<file path="config.mk">
export PLATFORM = sky130hd
export DESIGN_NAME = utf8_filename_sanitizer_core
export DESIGN_NICKNAME = d
export VERILOG_FILES = /design/src/rtl/ufs_pkg.sv /design/src/rtl/ufs_front.sv /design/src/rtl/ufs_queue.sv /design/src/rtl/ufs_back.sv /design/src/rtl/utf8_filename_sanitizer_core.sv
export SDC_FILE = /design/constraint.sdc
export NUM_CORES = 1
export LEC_CHECK = 0
export ABC_AREA = 1
export BUFFER_PORTS_ARGS = -buffer_cell sky130_fd_sc_hd__buf_2
export CAP_MARGIN = 20
export CORE_MARGIN = 2
export CORE_UTILIZATION = 60
export DETAILED_ROUTE_END_ITERATION = 6
export PLACE_DENSITY_LB_ADDON = 0.15
export RECOVER_POWER = 25
export SYNTH_ARGS = -nofsm -noshare
export SYNTH_HDL_FRONTEND = slang
export SYNTH_SLANG_ARGS = --single-unit
export TNS_END_PERCENT = 20
</file>
<file path="constraint.sdc">
create_clock -name clk_i -period 5.35 [get_ports clk_i]
set_clock_uncertainty 0.15 [all_clocks]
set_input_delay 0 -clock clk_i [delete_from_list [all_inputs] [get_ports clk_i]]
set_output_delay 0 -clock clk_i [all_outputs]
set_load 0.1 [all_outputs]
</file>
<file path="src/rtl/ufs_pkg.sv">
// Shared types, constants and helpers for the UTF-8 file name sanitizer.
package ufs_pkg;

  // Longest name in bytes
  localparam int unsigned NAME_LIMIT = 100;

  localparam int unsigned QUEUE_DEPTH = 4;
  localparam int unsigned QPTR_W      = $clog2(QUEUE_DEPTH);

  localparam logic [7:0] CHAR_SPACE      = 8'd32;
  localparam logic [7:0] CHAR_DOT        = 8'd46;
  localparam logic [7:0] CHAR_UNDERSCORE = 8'd95;
  localparam logic [7:0] CHAR_DEL        = 8'd127;

  // One unit of work for the back end: a finished sequence or an end of string
  typedef struct packed {
    logic            is_end;     // end of string: optional underscore, then length
    logic [2:0]      n_items;    // results this command expands into (1..4)
    logic [6:0]      start_pos;  // position of the first byte
    logic [6:0]      flen;       // final length for an end command
    logic [3:0][7:0] bytes;      // sequence bytes, first in entry 0
  } cmd_t;

  // Characters not allowed in a path component
  function automatic logic is_path_char(input logic [7:0] c);
    return (c == 8'd47) || (c == 8'd92) || (c == 8'd58) || (c == 8'd42) ||
           (c == 8'd63) || (c == 8'd34) || (c == 8'd60) || (c == 8'd62) ||
           (c == 8'd124);
  endfunction

  // Bytes that the trailing trim removes
  function automatic logic is_trim_char(input logic [7:0] c);
    return (c == CHAR_SPACE) || (c == CHAR_DOT);
  endfunction

endpackage

</file>
<file path="src/rtl/ufs_front.sv">
// Front end: accepts text bytes, gathers UTF-8 sequences and issues commands.
module ufs_front (
  input  logic          clk_i,
  input  logic          rst_ni,
  input  logic          in_valid_i,
  output logic          in_ready_o,
  input  logic [7:0]    in_byte_i,
  input  logic          q_full_i,
  output logic          push_o,
  output ufs_pkg::cmd_t cmd_o
);

  logic [6:0]      wcount_q, wcount_d;
  logic [6:0]      keep_q, keep_d;
  logic [2:0][7:0] held_q;
  logic [2:0]      hcount_q, hcount_d;
  logic [2:0]      explen_q, explen_d;
  logic            stopped_q, stopped_d;

  logic            accept;
  logic            is_end;
  logic [2:0]      lead_len;
  logic            fits;
  logic            completes;
  logic            held_we;
  logic [3:0][7:0] seq_bytes;
  logic [7:0]      single_byte;

  assign in_ready_o = !q_full_i;
  assign accept     = in_valid_i && !q_full_i;
  assign is_end     = (in_byte_i == 8'd0);

  // Sequence length from the lead byte
  always_comb begin
    if (in_byte_i < 8'd128) begin
      lead_len = 3'd1;
    end else if (in_byte_i < 8'd224) begin
      lead_len = 3'd2;
    end else if (in_byte_i < 8'd240) begin
      lead_len = 3'd3;
    end else begin
      lead_len = 3'd4;
    end
  end

  assign fits = ({1'b0, wcount_q} + {5'b0, lead_len}) <= 8'(ufs_pkg::NAME_LIMIT);
  assign completes = (explen_q != 3'd0) && ((hcount_q + 3'd1) == explen_q);

  assign single_byte = ((in_byte_i < ufs_pkg::CHAR_SPACE) ||
                        (in_byte_i == ufs_pkg::CHAR_DEL) ||
                        ufs_pkg::is_path_char(in_byte_i)) ?
                       ufs_pkg::CHAR_UNDERSCORE : in_byte_i;

  // Assemble the finished sequence: held bytes, then the current byte
  always_comb begin
    for (int i = 0; i < 3; i++) begin
      seq_bytes[i] = (3'(i) < hcount_q) ? held_q[i] : in_byte_i;
    end
    seq_bytes[3] = in_byte_i;
  end

  // Classify the request and work out the next state
  always_comb begin
    wcount_d  = wcount_q;
    keep_d    = keep_q;
    hcount_d  = hcount_q;
    explen_d  = explen_q;
    stopped_d = stopped_q;
    held_we   = 1'b0;
    push_o    = 1'b0;
    cmd_o     = '0;
    if (accept) begin
      priority if (is_end) begin
        push_o          = 1'b1;
        cmd_o.is_end    = 1'b1;
        cmd_o.n_items   = (keep_q == 7'd0) ? 3'd2 : 3'd1;
        cmd_o.flen      = (keep_q == 7'd0) ? 7'd1 : keep_q;
        cmd_o.bytes[0]  = ufs_pkg::CHAR_UNDERSCORE;
        wcount_d        = '0;
        keep_d          = '0;
        hcount_d        = '0;
        explen_d        = '0;
        stopped_d       = 1'b0;
      end else if (stopped_q) begin
        // drop the rest of the string
      end else if (explen_q == 3'd0) begin
        if (!fits) begin
          stopped_d = 1'b1;
        end else if (lead_len == 3'd1) begin
          push_o          = 1'b1;
          cmd_o.n_items   = 3'd1;
          cmd_o.start_pos = wcount_q;
          cmd_o.bytes[0]  = single_byte;
          wcount_d        = wcount_q + 7'd1;
          if (!ufs_pkg::is_trim_char(single_byte)) begin
            keep_d = wcount_q + 7'd1;
          end
        end else begin
          held_we  = 1'b1;
          hcount_d = 3'd1;
          explen_d = lead_len;
        end
      end else if (completes) begin
        push_o          = 1'b1;
        cmd_o.n_items   = explen_q;
        cmd_o.start_pos = wcount_q;
        cmd_o.bytes     = seq_bytes;
        wcount_d        = wcount_q + {4'b0, explen_q};
        for (int i = 0; i < 4; i++) begin
          if ((3'(i) < explen_q) && !ufs_pkg::is_trim_char(seq_bytes[i])) begin
            keep_d = wcount_q + 7'(i + 1);
          end
        end
        hcount_d = '0;
        explen_d = '0;
      end else begin
        held_we  = 1'b1;
        hcount_d = hcount_q + 3'd1;
      end
    end
  end

  // Control state
  always_ff @(posedge clk_i or negedge rst_ni) begin
    if (!rst_ni) begin
      wcount_q  <= '0;
      keep_q    <= '0;
      hcount_q  <= '0;
      explen_q  <= '0;
      stopped_q <= 1'b0;
    end else begin
      wcount_q  <= wcount_d;
      keep_q    <= keep_d;
      hcount_q  <= hcount_d;
      explen_q  <= explen_d;
      stopped_q <= stopped_d;
    end
  end

  // Hold the bytes of a partly gathered sequence
  always_ff @(posedge clk_i) begin
    if (held_we) begin
      held_q[hcount_q[1:0]] <= in_byte_i;
    end
  end

endmodule

</file>
<file path="src/rtl/ufs_queue.sv">
// Short command queue between the front and back ends.
module ufs_queue (
  input  logic          clk_i,
  input  logic          rst_ni,
  input  logic          push_i,
  input  ufs_pkg::cmd_t cmd_i,
  output logic          full_o,
  input  logic          pop_i,
  output logic          valid_o,
  output ufs_pkg::cmd_t cmd_o
);

  localparam int unsigned CntW = ufs_pkg::QPTR_W + 1;

  ufs_pkg::cmd_t                    slots_q [ufs_pkg::QUEUE_DEPTH];
  logic [ufs_pkg::QPTR_W-1:0]       wptr_q, wptr_d;
  logic [ufs_pkg::QPTR_W-1:0]       rptr_q, rptr_d;
  logic [CntW-1:0]                  count_q, count_d;

  assign full_o  = (count_q == CntW'(ufs_pkg::QUEUE_DEPTH));
  assign valid_o = (count_q != '0);
  assign cmd_o   = slots_q[rptr_q];

  // Advance pointers and occupancy
  always_comb begin
    wptr_d  = push_i ? wptr_q + 1'b1 : wptr_q;
    rptr_d  = pop_i ? rptr_q + 1'b1 : rptr_q;
    count_d = count_q + CntW'(push_i) - CntW'(pop_i);
  end

  always_ff @(posedge clk_i or negedge rst_ni) begin
    if (!rst_ni) begin
      wptr_q  <= '0;
      rptr_q  <= '0;
      count_q <= '0;
    end else begin
      wptr_q  <= wptr_d;
      rptr_q  <= rptr_d;
      count_q <= count_d;
    end
  end

  // Store pushed commands
  always_ff @(posedge clk_i) begin
    if (push_i) begin
      slots_q[wptr_q] <= cmd_i;
    end
  end

endmodule

</file>
<file path="src/rtl/ufs_back.sv">
// Back end: expands queued commands into result items behind an output register.
module ufs_back (
  input  logic          clk_i,
  input  logic          rst_ni,
  input  logic          cmd_valid_i,
  input  ufs_pkg::cmd_t cmd_i,
  output logic          pop_o,
  output logic          out_valid_o,
  input  logic          out_ready_i,
  output logic [6:0]    position_o,
  output logic [7:0]    out_byte_o,
  output logic          is_length_o,
  output logic [6:0]    final_length_o,
  output logic          last_o
);

  logic [1:0] idx_q, idx_d;
  logic       ovalid_q, ovalid_d;
  logic [6:0] pos_q, pos_d;
  logic [7:0] byte_q, byte_d;
  logic       islen_q, islen_d;
  logic [6:0] flen_q, flen_d;
  logic       last_q, last_d;
  logic       load;
  logic       last_item;

  assign load      = cmd_valid_i && (!ovalid_q || out_ready_i);
  assign last_item = ({1'b0, idx_q} == (cmd_i.n_items - 3'd1));
  assign pop_o     = load && last_item;

  // Form the next result from the head command
  always_comb begin
    islen_d = cmd_i.is_end && last_item;
    last_d  = last_item;
    flen_d  = islen_d ? cmd_i.flen : 7'd0;
    if (islen_d) begin
      byte_d = 8'd0;
      pos_d  = 7'd0;
    end else if (cmd_i.is_end) begin
      byte_d = ufs_pkg::CHAR_UNDERSCORE;
      pos_d  = 7'd0;
    end else begin
      byte_d = cmd_i.bytes[idx_q];
      pos_d  = cmd_i.start_pos + {5'b0, idx_q};
    end
    idx_d    = load ? (last_item ? 2'd0 : idx_q + 2'd1) : idx_q;
    ovalid_d = load ? 1'b1 : (out_ready_i ? 1'b0 : ovalid_q);
  end

  always_ff @(posedge clk_i or negedge rst_ni) begin
    if (!rst_ni) begin
      idx_q    <= '0;
      ovalid_q <= 1'b0;
    end else begin
      idx_q    <= idx_d;
      ovalid_q <= ovalid_d;
    end
  end

  // Output payload register
  always_ff @(posedge clk_i) begin
    if (load) begin
      pos_q   <= pos_d;
      byte_q  <= byte_d;
      islen_q <= islen_d;
      flen_q  <= flen_d;
      last_q  <= last_d;
    end
  end

  assign out_valid_o    = ovalid_q;
  assign position_o     = pos_q;
  assign out_byte_o     = byte_q;
  assign is_length_o    = islen_q;
  assign final_length_o = flen_q;
  assign last_o         = last_q;

endmodule

</file>
<file path="src/rtl/utf8_filename_sanitizer_core.sv">
// Top level of the UTF-8 file name sanitizer.
// Input stream: one text byte per request in s_axis_tdata; a zero byte ends
// the string. Output stream: one result per request; a result is either a
// kept byte with its position in the name or, at the end of the string, the
// final length after trailing spaces and dots are trimmed. m_axis_tlast
// marks the last result caused by one input byte.
// Throughput: one input byte per cycle while the receiver is ready and the
// bytes cause at most one result each on average. A completed UTF-8
// sequence of n bytes leaves as n results, one per cycle unless stalled,
// from the back end; an empty name gives two results (underscore, then
// length), so a run of empty names halves the input rate. The command for
// a completing byte is registered in the command queue, and each result
// then in the back end output register. The four-entry command queue absorbs
// bursts; the input stalls only when the queue is full.
// Reset clears the name state, the queue and the output valid flag; the
// block accepts input once reset is released. When the receiver holds
// m_axis_tready low the output result is held and the queue fills.
module utf8_filename_sanitizer_core (
  input  logic        clk_i,
  input  logic        rst_ni,
  input  logic        s_axis_tvalid,
  output logic        s_axis_tready,
  input  logic [7:0]  s_axis_tdata,  // [7:0] char_byte
  output logic        m_axis_tvalid,
  input  logic        m_axis_tready,
  output logic [23:0] m_axis_tdata,  // [6:0] position, [14:7] out_byte,
                                     // [15] is_length, [22:16] final_length
  output logic        m_axis_tlast
);

  ufs_pkg::cmd_t push_cmd;
  ufs_pkg::cmd_t head_cmd;
  logic          push;
  logic          full;
  logic          pop;
  logic          head_valid;
  logic [6:0]    position;
  logic [7:0]    out_byte;
  logic          is_length;
  logic [6:0]    final_length;

  ufs_front u_front (
    .clk_i      (clk_i),
    .rst_ni     (rst_ni),
    .in_valid_i (s_axis_tvalid),
    .in_ready_o (s_axis_tready),
    .in_byte_i  (s_axis_tdata),
    .q_full_i   (full),
    .push_o     (push),
    .cmd_o      (push_cmd)
  );

  ufs_queue u_queue (
    .clk_i   (clk_i),
    .rst_ni  (rst_ni),
    .push_i  (push),
    .cmd_i   (push_cmd),
    .full_o  (full),
    .pop_i   (pop),
    .valid_o (head_valid),
    .cmd_o   (head_cmd)
  );

  ufs_back u_back (
    .clk_i          (clk_i),
    .rst_ni         (rst_ni),
    .cmd_valid_i    (head_valid),
    .cmd_i          (head_cmd),
    .pop_o          (pop),
    .out_valid_o    (m_axis_tvalid),
    .out_ready_i    (m_axis_tready),
    .position_o     (position),
    .out_byte_o     (out_byte),
    .is_length_o    (is_length),
    .final_length_o (final_length),
    .last_o         (m_axis_tlast)
  );

  // Pack the result fields, lowest first
  assign m_axis_tdata = {1'b0, final_length, is_length, out_byte, position};

endmodule

</file>
# ---- Word level (Yosys, flattened, before mapping)
# Memory sizes are Yosys's and may differ from the RTL's.
# Index checks and enable logic that the tools add are counted.
dict set report totals {
  mem_count 1
  ramBits 200
  regBits 79
  input_bits 12
  out_inout_bits 27
  elab_cells 208
  latch_bits 0
  mem_bits_ro 0
}
dict set report op_classes {
  mux 85
  n_lt_le_gt_ge 15
  reduce_logical 45
  n_mul 0
  n_shift 0
  n_bitwise 0
  n_div 0
  n_eq_ne 29
  addsub 14
}
# name depth word_bits rd rd_ports_with_merged_regs wr line_no
set memory_table {}
lappend memory_table {u_queue.slots_q 4 50 1 0 1 ufs_queue.sv:15} ;# ufs_pkg::cmd_t slots_q [ufs_pkg::QUEUE_DEPTH];
# cell n
set ops {}
lappend ops {{2-to-1 mux 7 bit} 21}
lappend ops {{== test 8 x 6 -> 1 bit, second input constant} 17}
lappend ops {{2-to-1 mux 8 bit} 11}
lappend ops {{2-to-1 mux 32 bit} 2}
lappend ops {{2-to-1 mux 50 bit} 1}
lappend ops {{2-to-1 mux 24 bit} 2}
lappend ops {{2-to-1 mux 3 bit} 16}
lappend ops {{2-to-1 mux 10 bit} 4}
lappend ops {{bitwise mux 24 bit} 1}
lappend ops {{== test 8 x 7 -> 1 bit, second input constant} 3}
lappend ops {{less-than comparator 8 bit, second input constant} 3}
lappend ops {{2-to-1 mux 1 bit} 23}
lappend ops {{binary-select mux 8 bit (select 2 bit)} 1}
lappend ops {{demux 8 bit (select 2 bit)} 1}
lappend ops {{logical OR 1 bit} 16}
lappend ops {{adder 7 x 2 -> 7 bit, second input constant} 2}
lappend ops {{less-than comparator 1 x 3 -> 1 bit, first input constant} 4}
lappend ops {{logical AND 1 bit} 10}
lappend ops {{AND reduction 5 bit} 2}
lappend ops {{less-than comparator 2 x 3 -> 1 bit, first input constant} 3}
lappend ops {{!= test 3 x 2 -> 1 bit, second input constant} 3}
lappend ops {{nonzero test 3 bit} 3}
lappend ops {{adder 7 x 3 -> 8 bit} 1}
lappend ops {{<= comparator 8 x 7 -> 1 bit, second input constant} 1}
lappend ops {{other kinds (28)} 37}

# ---- Logic depth before layout (Yosys ltp)
# Gate-level depths: netlist (run 1).
dict set report depth {
  depth_word 19
  mapped_depth 20
  mapped_depth_nobuf 20
}

# ---- Cells and area by module
# A second synthesis (run 1) with hierarchy kept.
dict set report hier_totals {
  hier_cells 1643
  area_unflattened_um2 14496.4
}
# mod area_per_inst_um2 seq_area_each_um2 instances cells_each
set modules_own_cells {}
lappend modules_own_cells {ufs_queue 8768.4 6180.9 1 829}
lappend modules_own_cells {ufs_front 4058.9 1246.2 1 606}
lappend modules_own_cells {ufs_back 1650.3 795.8 1 205}
lappend modules_own_cells {utf8_filename_sanitizer_core 18.8 0.0 1 3}

# ---- Worst setup path before layout (run 1)
# No wires, ideal clock.
dict set report synth_timing {
  kind {register -> register}
  from {register u_queue.count_q[1]}
  to {memory u_queue.slots_q[0][0] (netlist bit), enable pin}
  path_buffers 1
  path_slack_ps 308
  path_stages_with_launch 10
  synth_period_minus_slack_ps 5042
  required_time_ps 4742
  setup_ps 458
  t_arrival_ps 4434
  cell_sequence {dfrtp_1 -> inv_1 -> nand3_1 -> nand2_1 -> nor2_1 -> nor2_2 -> nor3_4 -> nand2_4 -> buf_6 -> nor2_1}
}
dict set report synth_between {
  elab_chain_len 6
}
# element line_no
set synth_rtl {}
lappend synth_rtl {{start, declared} ufs_queue.sv:18} ;# logic [CntW-1:0] count_q, count_d;
lappend synth_rtl {{start signal, assigned} ufs_queue.sv:39} ;# count_q <= count_d;
lappend synth_rtl {{== test 3 bit} ufs_queue.sv:20} ;# assign full_o = (count_q == CntW'(ufs_pkg::QUEUE_DEPTH));
lappend synth_rtl {{logical NOT 1 bit} -}
lappend synth_rtl {{named net s_axis_tready} utf8_filename_sanitizer_core.sv:22} ;# output logic s_axis_tready,
lappend synth_rtl {{logical AND 1 bit} ufs_front.sv:30} ;# assign accept = in_valid_i && !q_full_i;
lappend synth_rtl {{2-to-1 mux 1 bit} ufs_front.sv:72} ;# if (accept) begin
lappend synth_rtl {{2-to-1 mux 1 bit} ufs_queue.sv:45} ;# if (push_i) begin
lappend synth_rtl {{2-to-1 mux 1 bit (implied by the code)} ufs_queue.sv:46} ;# slots_q[wptr_q] <= cmd_i;
lappend synth_rtl {{end, declared} ufs_queue.sv:15}
# The timed path passes the listed nets, and every way through them passes these cells.

# ---- Final worst setup path (run 1)
dict set report layout_timing {
  from {input s_axis_tdata[0]}
  to {memory u_queue.slots_q[3][7] (netlist bit), enable pin}
}
dict set report layout_between {
  elab_chain_len 13
  word_cells_on_any_way 18
  cone_classes {add/sub: 1; order compare: 4; eq/ne: 1; mux: 11; reduce/logical: 1}
}
# element line_no
set layout_rtl {}
lappend layout_rtl {{start, declared} utf8_filename_sanitizer_core.sv:23} ;# input logic [7:0] s_axis_tdata,
lappend layout_rtl {{less-than comparator 8 bit} ufs_front.sv:39} ;# end else if (in_byte_i < 8'd240) begin
lappend layout_rtl {{2-to-1 mux 3 bit} ufs_front.sv:39}
lappend layout_rtl {{2-to-1 mux 3 bit} ufs_front.sv:37} ;# end else if (in_byte_i < 8'd224) begin
lappend layout_rtl {{2-to-1 mux 3 bit} ufs_front.sv:35} ;# if (in_byte_i < 8'd128) begin
lappend layout_rtl {{adder 7 x 3 -> 8 bit or == test 3 x 1 -> 1 bit (tied branches)} {ufs_front.sv:46, ufs_front.sv:89}}
lappend layout_rtl {{<= comparator 8 x 7 -> 1 bit or 2-to-1 mux 1 bit (tied branches)} {ufs_front.sv:46, ufs_front.sv:89}}
lappend layout_rtl {{2-to-1 mux 1 bit} ufs_front.sv:87} ;# if (!fits) begin
lappend layout_rtl {{2-to-1 mux 1 bit} ufs_front.sv:86} ;# end else if (explen_q == 3'd0) begin
lappend layout_rtl {{2-to-1 mux 1 bit} ufs_front.sv:84} ;# end else if (stopped_q) begin
lappend layout_rtl {{2-to-1 mux 1 bit (*)} ufs_front.sv:73} ;# priority if (is_end) begin
lappend layout_rtl {{2-to-1 mux 1 bit (*)} ufs_front.sv:72}
lappend layout_rtl {{2-to-1 mux 1 bit (*)} ufs_queue.sv:45}
lappend layout_rtl {{2-to-1 mux 1 bit (implied by the code) (*)} ufs_queue.sv:46}
# Every way passes the cells marked *; elsewhere a longest branch is shown, timed or not.

==> results of run 1 <==
[through the flow]
step / hold slack, ns / power, uW / util [%] / instance area (um2)
finish: 0.174 / 9510 / 67.3 / 14600
global route: 0.190 / 10100 / 67.3 / 14600
CTS: 0.0633 / 9520 / 67.6 / 14600
detailed placement: -0.0362 / 7540 / 62.6 / 13500
global placement: -0.0370 / 7460 / 62.5 / 13500
floorplan: -0.446 / 6460 / - / 13100
[logic make-up (layout without fill, tap and decap cells)]
group / Yosys count / count (layout) / synth area share (%)
compound gates: 244 / 244 / 10.9
xor+xnor: 27 / 27 / 1.81
fa+ha+maj: 28 / 28 / 2.90
buf+inv: 163 / 220 / 4.93
flops: 279 / 279 / 62.8
mux: 1 / 1 / 0.0764
other cells: 1 / 1 / 0.0286
simple gates: 523 / 523 / 16.6
[where the power goes]
group | internal, uW | switching [uW] | leakage, uW
registers | 2970 | 282 | 0.00270
logic | 1070 | 3230 | 0.00239
clock network | 1160 | 795 | 0.000464
[state kept, by name, indices dropped and copies added (netlist names)]
signal	flops
u_back.final_length_o	7
u_front.explen_q	3
u_queue.count_q	3
u_back.is_length_o	1
u_front.wcount_q	7
u_back.idx_q	2
u_queue.wptr_q	2
u_queue.rptr_q	2
u_back.out_valid_o	1
u_front.held_q	24
u_queue.slots_q	200
u_back.position_o	7
u_back.out_byte_o	8
u_back.last_o	1
u_front.hcount_q	3
u_front.stopped_q	1
u_front.keep_q	7
[worst max-delay path: stages]
cell	delay (ns)
dlygate4sd3_1	0.54
clkbuf_1	0.24
inv_1	0.27
nand2_1	0.15
nor3_4	0.18
clkbuf_1	0.73
inv_1	0.55
nor2_4	0.30
nor2_2	0.14
nor3_4	0.22
nand2_4	0.21
nor2_4	0.56
buf_4	0.42
[cells in the final DEF (no fill, tap or decap), types with 5 or more instances in the layout]
master	n
a21oi_1	52
buf_4	11
clkbuf_1	41
clkbuf_16	28
clkinv_1	5
clkinv_2	8
dfrtp_1	30
dlygate4sd3_1	12
edfxtp_1	248
ha_1	24
inv_1	95
inv_2	7
nand2_1	234
nand3_1	64
nand4_1	5
nor2_1	187
nor2_4	7
nor3_1	10
o21ai_0	131
o221ai_1	30
o22ai_1	5
xnor2_1	5
xor2_1	22
[how the worst min path moves through the flow]
stage | from | endpoint | slack (ns) | depth (start not counted)
4_1_cts | s_axis_tdata[6] | u_front.held_q[14] | 0.06 | 2
2_1_floorplan | rst_ni | u_back.idx_q[0] | -0.45 | 0
5_1_grt | s_axis_tdata[6] | u_front.held_q[6] | 0.19 | 2
3_5_place_dp | rst_ni | u_back.out_valid_o | -0.04 | 1
3_3_place_gp | rst_ni | u_back.out_valid_o | -0.04 | 1
6_report | m_axis_tready | u_back.out_valid_o | 0.17 | 5
[metal layers]
layer,wire length (um),vias up
met5,0,-
met4,620,0
met3,2950,55
met2,14100,433
met1,13200,4383
li1,-,4446
[cell type report]
cell class	instances	area (um2)
Clock buffer	35	767
Timing Repair Buffer	65	403
Clock inverter	17	169
Multi-Input combinational cell	824	4260
Fill cell	1680	7060
Inverter	103	387
Sequential cell	279	8220
Tap cell	280	350
==> reports/summary.txt, run 1 <==
status: finished with violations
failing checks: max-capacitance violations, max-slew violations
IO Pins: 39
critical path type: in2reg
final setup fails: 0
maximum VDD drop: 0.451 mV
# port buffers: 37
routed vias: 9317
HPWL after DPL: 19200 um
GR Util met3: 4.73%
gr usage total: 27.2%
CTS Sinks: 279
Slew Limit Headroom: -20.9%
layout cells sized above 1: 6.65%
setup tns final: 0 ns
crit share post-route: 84.0%
max-capacitance violation count: 2
Post-synth EDFFs: 248
clk buf depth: 3
Reg clk slew, reported paths: 0.06 ns
Slew Limit Fails: 83
number of setup buffers added after CTS: 0
Worst EP required: 5.41 ns
top cells by area, synth: edfxtp_1 (57%), nand2_1 (6.7%), dfrtp_1 (5.9%)
Area growth, synth to finish: 11.1%
top-area cell type share of the netlist area: 56.9%
GPL Wtd Cong: 0.903
vias in the first global route: 8603
DRT antenna net count: 0
Post-Layout Cell Count: 1603
pwr dens: 653 nW/um2
Mean Syn Cell Area: 10.3 um2
R2R cell count: 14
vias per cell: 5.81
GR Layer Usage met2: 42.9%
WL per Instance: 19.3 um
initial antenna violation count: 0
Die X: 152 um
Yosys cell types: 49
fin crit period: 4.49 ns
H-tree lvl count: 1
DRC Markers: 0
most frequent cell after synthesis: edfxtp_1
# diodes: 0
CTS tree: built
Slew @ Worst Pin: 1.81 ns
syn nets: 1306
Leak: 0.00556 uW
Main synth FF type: edfxtp_1
worst slack, placed: 1.48 ns
Core Box Area: 21600 um2
first-pass GRT wire length: 47400 um
clk_lat worst skew: 0.55 ns
crit path DAT: 4.55 ns
reg2reg setup slack: 1.11 ns
Inst Count DP: 1537
initial DRC count: 1053
Cell Rows: 54
crit path launch: s_axis_tdata[0]
class of the worst hold path: in2reg
max frequency: 0.223 GHz
reg-to-reg startpoint: u_queue.rptr_q[0]
Yosys top cell by area: edfxtp_1
ys async rst share: 11.1%
post-synthesis cell count: 1266
unrepaired setup endpoints after global routing: no
Worst Setup End Kind: register
Layout Nets: 1341
Critical Path Start Type: primary input
Post-synth top cells: edfxtp_1 (248), nand2_1 (233), nor2_1 (191)
Post-Route WL: 30900 um
cts-stage hold buffer count: 13
total global routing overflow: 0
GR peak layer: met2
Synth Cell Area: 13100 um2
die area: 23000 um2
Resized cells post-CTS: 0
CTS Root Cell: clkbuf_16
Yosys reg bits: 279
Global Route met1 Usage: 39.4%
synth warn: 0
largest net degree at the start of global routing: 102
critical path peak fanout: 19
initial core utilization: 60.6%
Detailed Routing Iterations Pass 1: 5
Seq/Total Area, Yosys: 62.8%
worst setup path end: u_queue.slots_q[3][7]
Die Ht: 152 um
Hold Vio Cnt, Final: 0
CTS Buf Count: 28
Reg2Reg Capture Point: u_queue.count_q[2]
setup ws final: 0.857 ns
(Power assumes the default switching activity.)
==> run 2, diff against run 1 <==
Settings changed: CORE_UTILIZATION 60 to 56.
Clock period 5.35 ns to 4.1 ns, I/O delays scaled along.
==> run 2 against run 1 <==
Compared with the run above: the flow finishes with violations (design-rule violations, max-capacitance violations, max-slew violations); critical path depth up 8; worst hold slack worse by 0.057 ns; design area up 0.67%; non-clock buffer count up 4; critical path type unchanged; largest power group unchanged.
==> reports/summary.txt, run 2 (synthesis results as in run 1) <==
status: finished with violations (unchanged)
failing checks: design-rule violations, max-capacitance violations, max-slew violations (was max-capacitance violations, max-slew violations)
gr usage total: 25.6% (was 27.2%)
# diodes: 0 (unchanged)
Leak: 0.00559 uW (was 0.00556 uW)
Top reg by flops: u_queue.slots_q (unchanged)
Detailed Routing Iterations Pass 1: 7 (was 5)
Worst EP required: 4.38 ns (was 5.41 ns)
# port buffers: 37 (unchanged)
HPWL after DPL: 19600 um (was 19200 um)
Core Box Area: 22800 um2 (was 21600 um2)
setup ws final: 0.428 ns (was 0.857 ns)
die area: 24600 um2 (was 23000 um2)
vias per cell: 5.72 (was 5.81)
crit path DAT: 3.95 ns (was 4.55 ns)
Slew @ Worst Pin: 1.86 ns (was 1.81 ns)
clk buf depth: 3 (unchanged)
CTS Sinks: 279 (unchanged)
commonest non-fill, non-tap cell in the layout: edfxtp_1 (unchanged)
final setup fails: 0 (unchanged)
post-route cell area: 14700 um2 (was 14600 um2)
IO Pins: 39 (unchanged)
CTS Root Cell: clkbuf_16 (unchanged)
Slew Limit Fails: 59 (was 83)
Critical Path Start Type: primary input (unchanged)
layout cells sized above 1: 7.00% (was 6.65%)
GPL Wtd Cong: 0.933 (was 0.903)
crit share post-route: 89.6%
Layout Nets: 1346 (was 1341)
critical path peak fanout: 16 (was 19)
Hold Vio Cnt, Final: 0 (unchanged)
Area growth, synth to finish: 11.9% (was 11.1%)
Slew Limit Headroom: -23.7% (was -20.9%)
max frequency: 0.272 GHz
Die Ht: 157 um (was 152 um)
maximum VDD drop: 0.524 mV (was 0.451 mV)
fin crit period: 3.67 ns
routed vias: 9386 (was 9317)
worst slack, placed: 0.463 ns (was 1.48 ns)
Worst Setup End Kind: register (unchanged)
CTS tree: built (unchanged)
Die X: 157 um (was 152 um)
Reg clk slew, reported paths: 0.06 ns (about the same)
initial antenna violation count: 0 (unchanged)
vias in the first global route: 8891 (was 8603)
total global routing overflow: 0 (unchanged)
initial DRC count: 880 (was 1053)
initial core utilization: 57.5% (was 60.6%)
Post-Route WL: 30900 um (about the same)
pwr dens: 853 nW/um2 (was 653 nW/um2)
first-pass GRT wire length: 48400 um (was 47400 um)
DRC Markers: 1 (was 0)
Cell Rows: 55 (was 54)
clk_lat worst skew: 0.55 ns (about the same)
unrepaired setup endpoints after global routing: no (unchanged)
Resized cells post-CTS: 0 (unchanged)
WHS: 0.116 ns (was 0.174 ns)
H-tree lvl count: 1 (unchanged)
Placed Area: 13600 um2 (was 13500 um2)
class of the worst hold path: in2reg (unchanged)
DRT antenna net count: 0 (unchanged)
critical path type: in2reg (unchanged)
max reg flops: 200 (unchanged)
WL per Instance: 18.8 um (was 19.3 um)
CTS Buf Count: 29 (was 28)
max-capacitance violation count: 2 (unchanged)
commonest cells after routing, fill and taps aside: edfxtp_1 (248), nand2_1 (234), nor2_1 (188) (was edfxtp_1 (248), nand2_1 (234), nor2_1 (187))
largest net degree at the start of global routing: 51 (was 102)
power after layout: 12500 uW (was 9510 uW)
-- run 2: worst max-delay path, cell delays in order --
cell and delay, ns:
dlygate4sd3_1 0.54, buf_2 0.16, inv_1 0.26, o21ai_0 0.21, ha_1 0.25, fa_1 0.41
nand3_1 0.12, nand2_1 0.09, nand2_1 0.07, nand2_1 0.05, nand2_1 0.08, nand2_1 0.05
nor2_1 0.11, nand2_1 0.06, nand2_1 0.11, nand3_1 0.14, nand2_4 0.30, inv_2 0.13
ha_1 0.23, fa_1 0.39, xor2_1 0.17
-- run 2: per-layer routing --
metal / track usage (%) / up-vias / wire (um)
li1: - / 4463 / -
met1: 38.2 / 4491 / 13800
met2: 39.2 / 384 / 14000
met3: 3.85 / 48 / 2420
met4: 7.51 / 0 / 718
met5: 0 / - / 0
-- run 2: final cells by class --
type | count | area (um2)
Sequential cell | 279 | 8220
Fill cell | 1755 | 8120
Multi-Input combinational cell | 824 | 4240
Clock buffer | 37 | 766
Timing Repair Buffer | 69 | 427
Tap cell | 313 | 392
Inverter | 103 | 387
Clock inverter | 17 | 221
-- run 2: what timing repair did --
action	CTS	global route
setup endpoints to repair	0	0
setup buffers	0	0
hold buffers	13	0
hold endpoints to repair	117	0
-- run 2: path summary, 6_finish.rpt --
kind                               startpoint                 end  slack (ns)  cells past startpoint
setup / recovery              s_axis_tdata[6]  u_queue.count_q[2]        0.43                     21
hold / removal                s_axis_tdata[6]  u_front.held_q[22]        0.12                      2
setup reg to reg           u_back.out_valid_o  u_queue.count_q[2]        0.44                     14
hold reg to reg             u_front.keep_q[5]   u_front.keep_q[5]        0.34                      2
max in group asynchronous              rst_ni   u_queue.rptr_q[0]        1.59                      4
min in group asynchronous              rst_ni  u_queue.count_q[1]        1.00                      4
-- run 2: metrics by stage --
step / std cells / utilization, % / setup TNS, ns
2_1_floorplan: 1266 / - / -17.50
3_3_place_gp: 1575 / 59.8 / 0
3_5_place_dp: 1575 / 59.8 / 0
4_1_cts: 1642 / 64.7 / 0
5_1_grt: 1642 / 64.3 / 0
6_report: 1642 / 64.3 / 0
-- run 2: power breakdown --
part	internal, uW	switching [uW]	total [uW]
Combinational	1400	4130	5530
Sequential	3880	369	4250
Clock	1640	1070	2710
==> run 3, diff against run 2 <==
Settings changed: CORE_UTILIZATION 56 to 60.
Clock period 4.1 ns to 4.4 ns, I/O delays scaled along.
==> run 3 against run 2 <==
Compared with the run above: count of clock-buffer cells in the layout stayed put; via count shrank 0.20%; largest cell class unchanged; the run ends with max-capacitance violations, max-slew violations left; core utilization up 2.8 points; combinational power shrank 6.9%; non-clock buffer count is 2 lower; critical path depth did not move; sequential share of layout area up 0.55 points; die area down 6.5%.
==> reports/summary.txt, run 3 (synthesis results as in run 1) <==
CTS Buf Count: 28 (was 29)
worst-path cell chain: dlygate4sd3_1, clkbuf_1, inv_1, nor3_1, nor2_1, fa_1, nand3_1, nand2_1, nand2_1, nand2_1, nand2_1, nand2_1, nor2_1, nand2_1, nand2_1, nand3_1, nand2_4, inv_2, ha_1, fa_1, xor2_1 (was dlygate4sd3_1, buf_2, inv_1, o21ai_0, ha_1, fa_1, nand3_1, nand2_1, nand2_1, nand2_1, nand2_1, nand2_1, nor2_1, nand2_1, nand2_1, nand3_1, nand2_4, inv_2, ha_1, fa_1, xor2_1)
Die Ht: 152 um (was 157 um)
GPL Wtd Cong: 0.906 (was 0.933)
CP most frequent cell: nand2_1 (unchanged)
Post-Layout Cell Count: 1605 (was 1642)
post-route cell area: 14500 um2 (was 14700 um2)
crit share post-route: 86.3%
layout cells sized above 1: 6.19% (was 7.00%)
clk buf depth: 3 (unchanged)
Hold Vio Cnt, Final: 0 (unchanged)
Post-Route WL: 30500 um (was 30900 um)
routed vias: 9367 (was 9386)
total global routing overflow: 0 (unchanged)
critical path type: in2reg (unchanged)
max frequency: 0.263 GHz
Resized cells post-CTS: 0 (unchanged)
final setup fails: 0 (unchanged)
max-capacitance violation count: 2 (unchanged)
Leak: 0.00553 uW (was 0.00559 uW)
Layout Nets: 1343 (was 1346)
failing checks: max-capacitance violations, max-slew violations (was design-rule violations, max-capacitance violations, max-slew violations)
initial antenna violation count: 0 (unchanged)
max reg flops: 200 (unchanged)
CTS tree: built (unchanged)
Top delay family on crit path: simple AND/OR/NAND/NOR gates (was adder cells)
buffers and inverters on the worst path: 4 (unchanged)
vias in the first global route: 8744 (was 8891)
Core Box Area: 21600 um2 (was 22800 um2)
Area growth, synth to finish: 10.8% (was 11.9%)
# port buffers: 37 (unchanged)
maximum VDD drop: 0.531 mV (was 0.524 mV)
Cell Rows: 54 (was 55)
CP peak stage delay: 0.52 ns (was 0.54 ns)
status: finished with violations (unchanged)
commonest cells after routing, fill and taps aside: edfxtp_1 (248), nand2_1 (234), nor2_1 (188) (unchanged)
Slew Limit Headroom: -21.4% (was -23.7%)
first-pass GRT wire length: 47600 um (was 48400 um)
Placed Area: 13600 um2 (about the same)
H-tree lvl count: 1 (unchanged)
Reg clk slew, reported paths: 0.06 ns (about the same)
Critical Path Start Type: primary input (unchanged)
initial DRC count: 986 (was 880)
initial core utilization: 60.6% (was 57.5%)
WL per Instance: 19.0 um (was 18.8 um)
Crit-path slowest cell: dlygate4sd3_1 (unchanged)
class of the worst hold path: in2reg (unchanged)
die area: 23000 um2 (was 24600 um2)
HPWL after DPL: 19500 um (was 19600 um)
Detailed Routing Iterations Pass 1: 6 (was 7)
IO Pins: 39 (unchanged)
fin crit period: 3.80 ns
clk_lat worst skew: 0.54 ns (was 0.55 ns)
Slew Limit Fails: 59 (unchanged)
unrepaired setup endpoints after global routing: no (unchanged)
DRT antenna net count: 0 (unchanged)
largest net degree at the start of global routing: 56 (was 51)
pwr dens: 787 nW/um2 (was 853 nW/um2)
CTS Root Cell: clkbuf_16 (unchanged)
gr usage total: 27.1% (was 25.6%)
Worst EP required: 4.67 ns (was 4.38 ns)
# diodes: 0 (unchanged)
vias per cell: 5.84 (was 5.72)
Inst Count DP: 1540 (was 1575)
Top reg by flops: u_queue.slots_q (unchanged)
Slew @ Worst Pin: 1.82 ns (was 1.86 ns)
Worst Setup End Kind: register (unchanged)
commonest non-fill, non-tap cell in the layout: edfxtp_1 (unchanged)
DRC Markers: 0 (was 1)
crit path DAT: 4.06 ns (was 3.95 ns)
CTS Sinks: 279 (unchanged)
critical path peak fanout: 16 (unchanged)
Die X: 152 um (was 157 um)
==> run 3: cell count changes in the layout (fill, tap and decap cells not counted), sizes merged <==
cell	delta
inv	-3
clkinv	+4
buf	-4
bufinv	-3
clkbuf	+2
==> run 3: cell type report <==
cell class                 count  area, um2
sequential                   279       8220
fill                        1627       7110
multi-input combinational    824       4240
clock buffer                  37        776
timing repair buffer          67        412
inverter                     103        387
tap                          280        350
clock inverter                15        125
==> run 3: worst min-delay path: cells and delay by family <==
kind | cells | cell delay, ns
simple gates | 2 | 0.09
buf+inv | 3 | 0.69
==> run 3: worst paths after layout <==
path                                    from  slack [ns]  depth (start not counted)                    to
max in group asynchronous             rst_ni        2.06                          4   u_front.hcount_q[2]
setup reg to reg           u_queue.rptr_q[0]        0.62                          6  u_back.out_byte_o[0]
min in group asynchronous             rst_ni        0.99                          4    u_back.out_valid_o
hold / removal                 m_axis_tready        0.14                          5    u_back.out_valid_o
setup / recovery             s_axis_tdata[7]        0.60                         21    u_queue.count_q[2]
hold reg to reg            u_front.keep_q[2]        0.34                          2     u_front.keep_q[2]
==> run 3: report_power, final <==
part	total (uW)	leakage, uW	internal [uW]	switching (uW)
Sequential	3960	0.00271	3610	345
Clock	2320	0.000442	1350	963
Combinational	5150	0.00239	1300	3850
Total	11400	0.00553	6260	5160
==> run 3: stage by stage <==
step           hold slack [ns]  utilization, %  setup WS (ns)  TNS [ns]  power, uW
6_report                 0.137            67.1          0.604         0      11400
5_1_grt                  0.176            67.1          0.297         0      12200
4_1_cts                 0.0763            67.5          0.804         0      11400
2_1_floorplan           -0.446               -         -0.642   -128.46       7860
3_5_place_dp           -0.0332            62.7          0.777         0       9110
3_3_place_gp           -0.0447            62.7          0.862         0       9030
==> run 3: what timing repair did <==
action | in CTS | in global routing
endpoints found under the hold margin | 102 | 0
hold buffers | 13 | 0
setup buffers | 0 | 0
==> run 3: routing by layer <==
layer | part of all wire [%] | wire length, um | up-vias | track usage, %
met3 | 9.2 | 2820 | 42 | 4.55
met2 | 46 | 14100 | 434 | 42.0
met5 | 0 | 0 | - | 0
met4 | 1.9 | 584 | 0 | 7.27
li1 | - | - | 4445 | -
met1 | 43 | 13000 | 4446 | 40.2
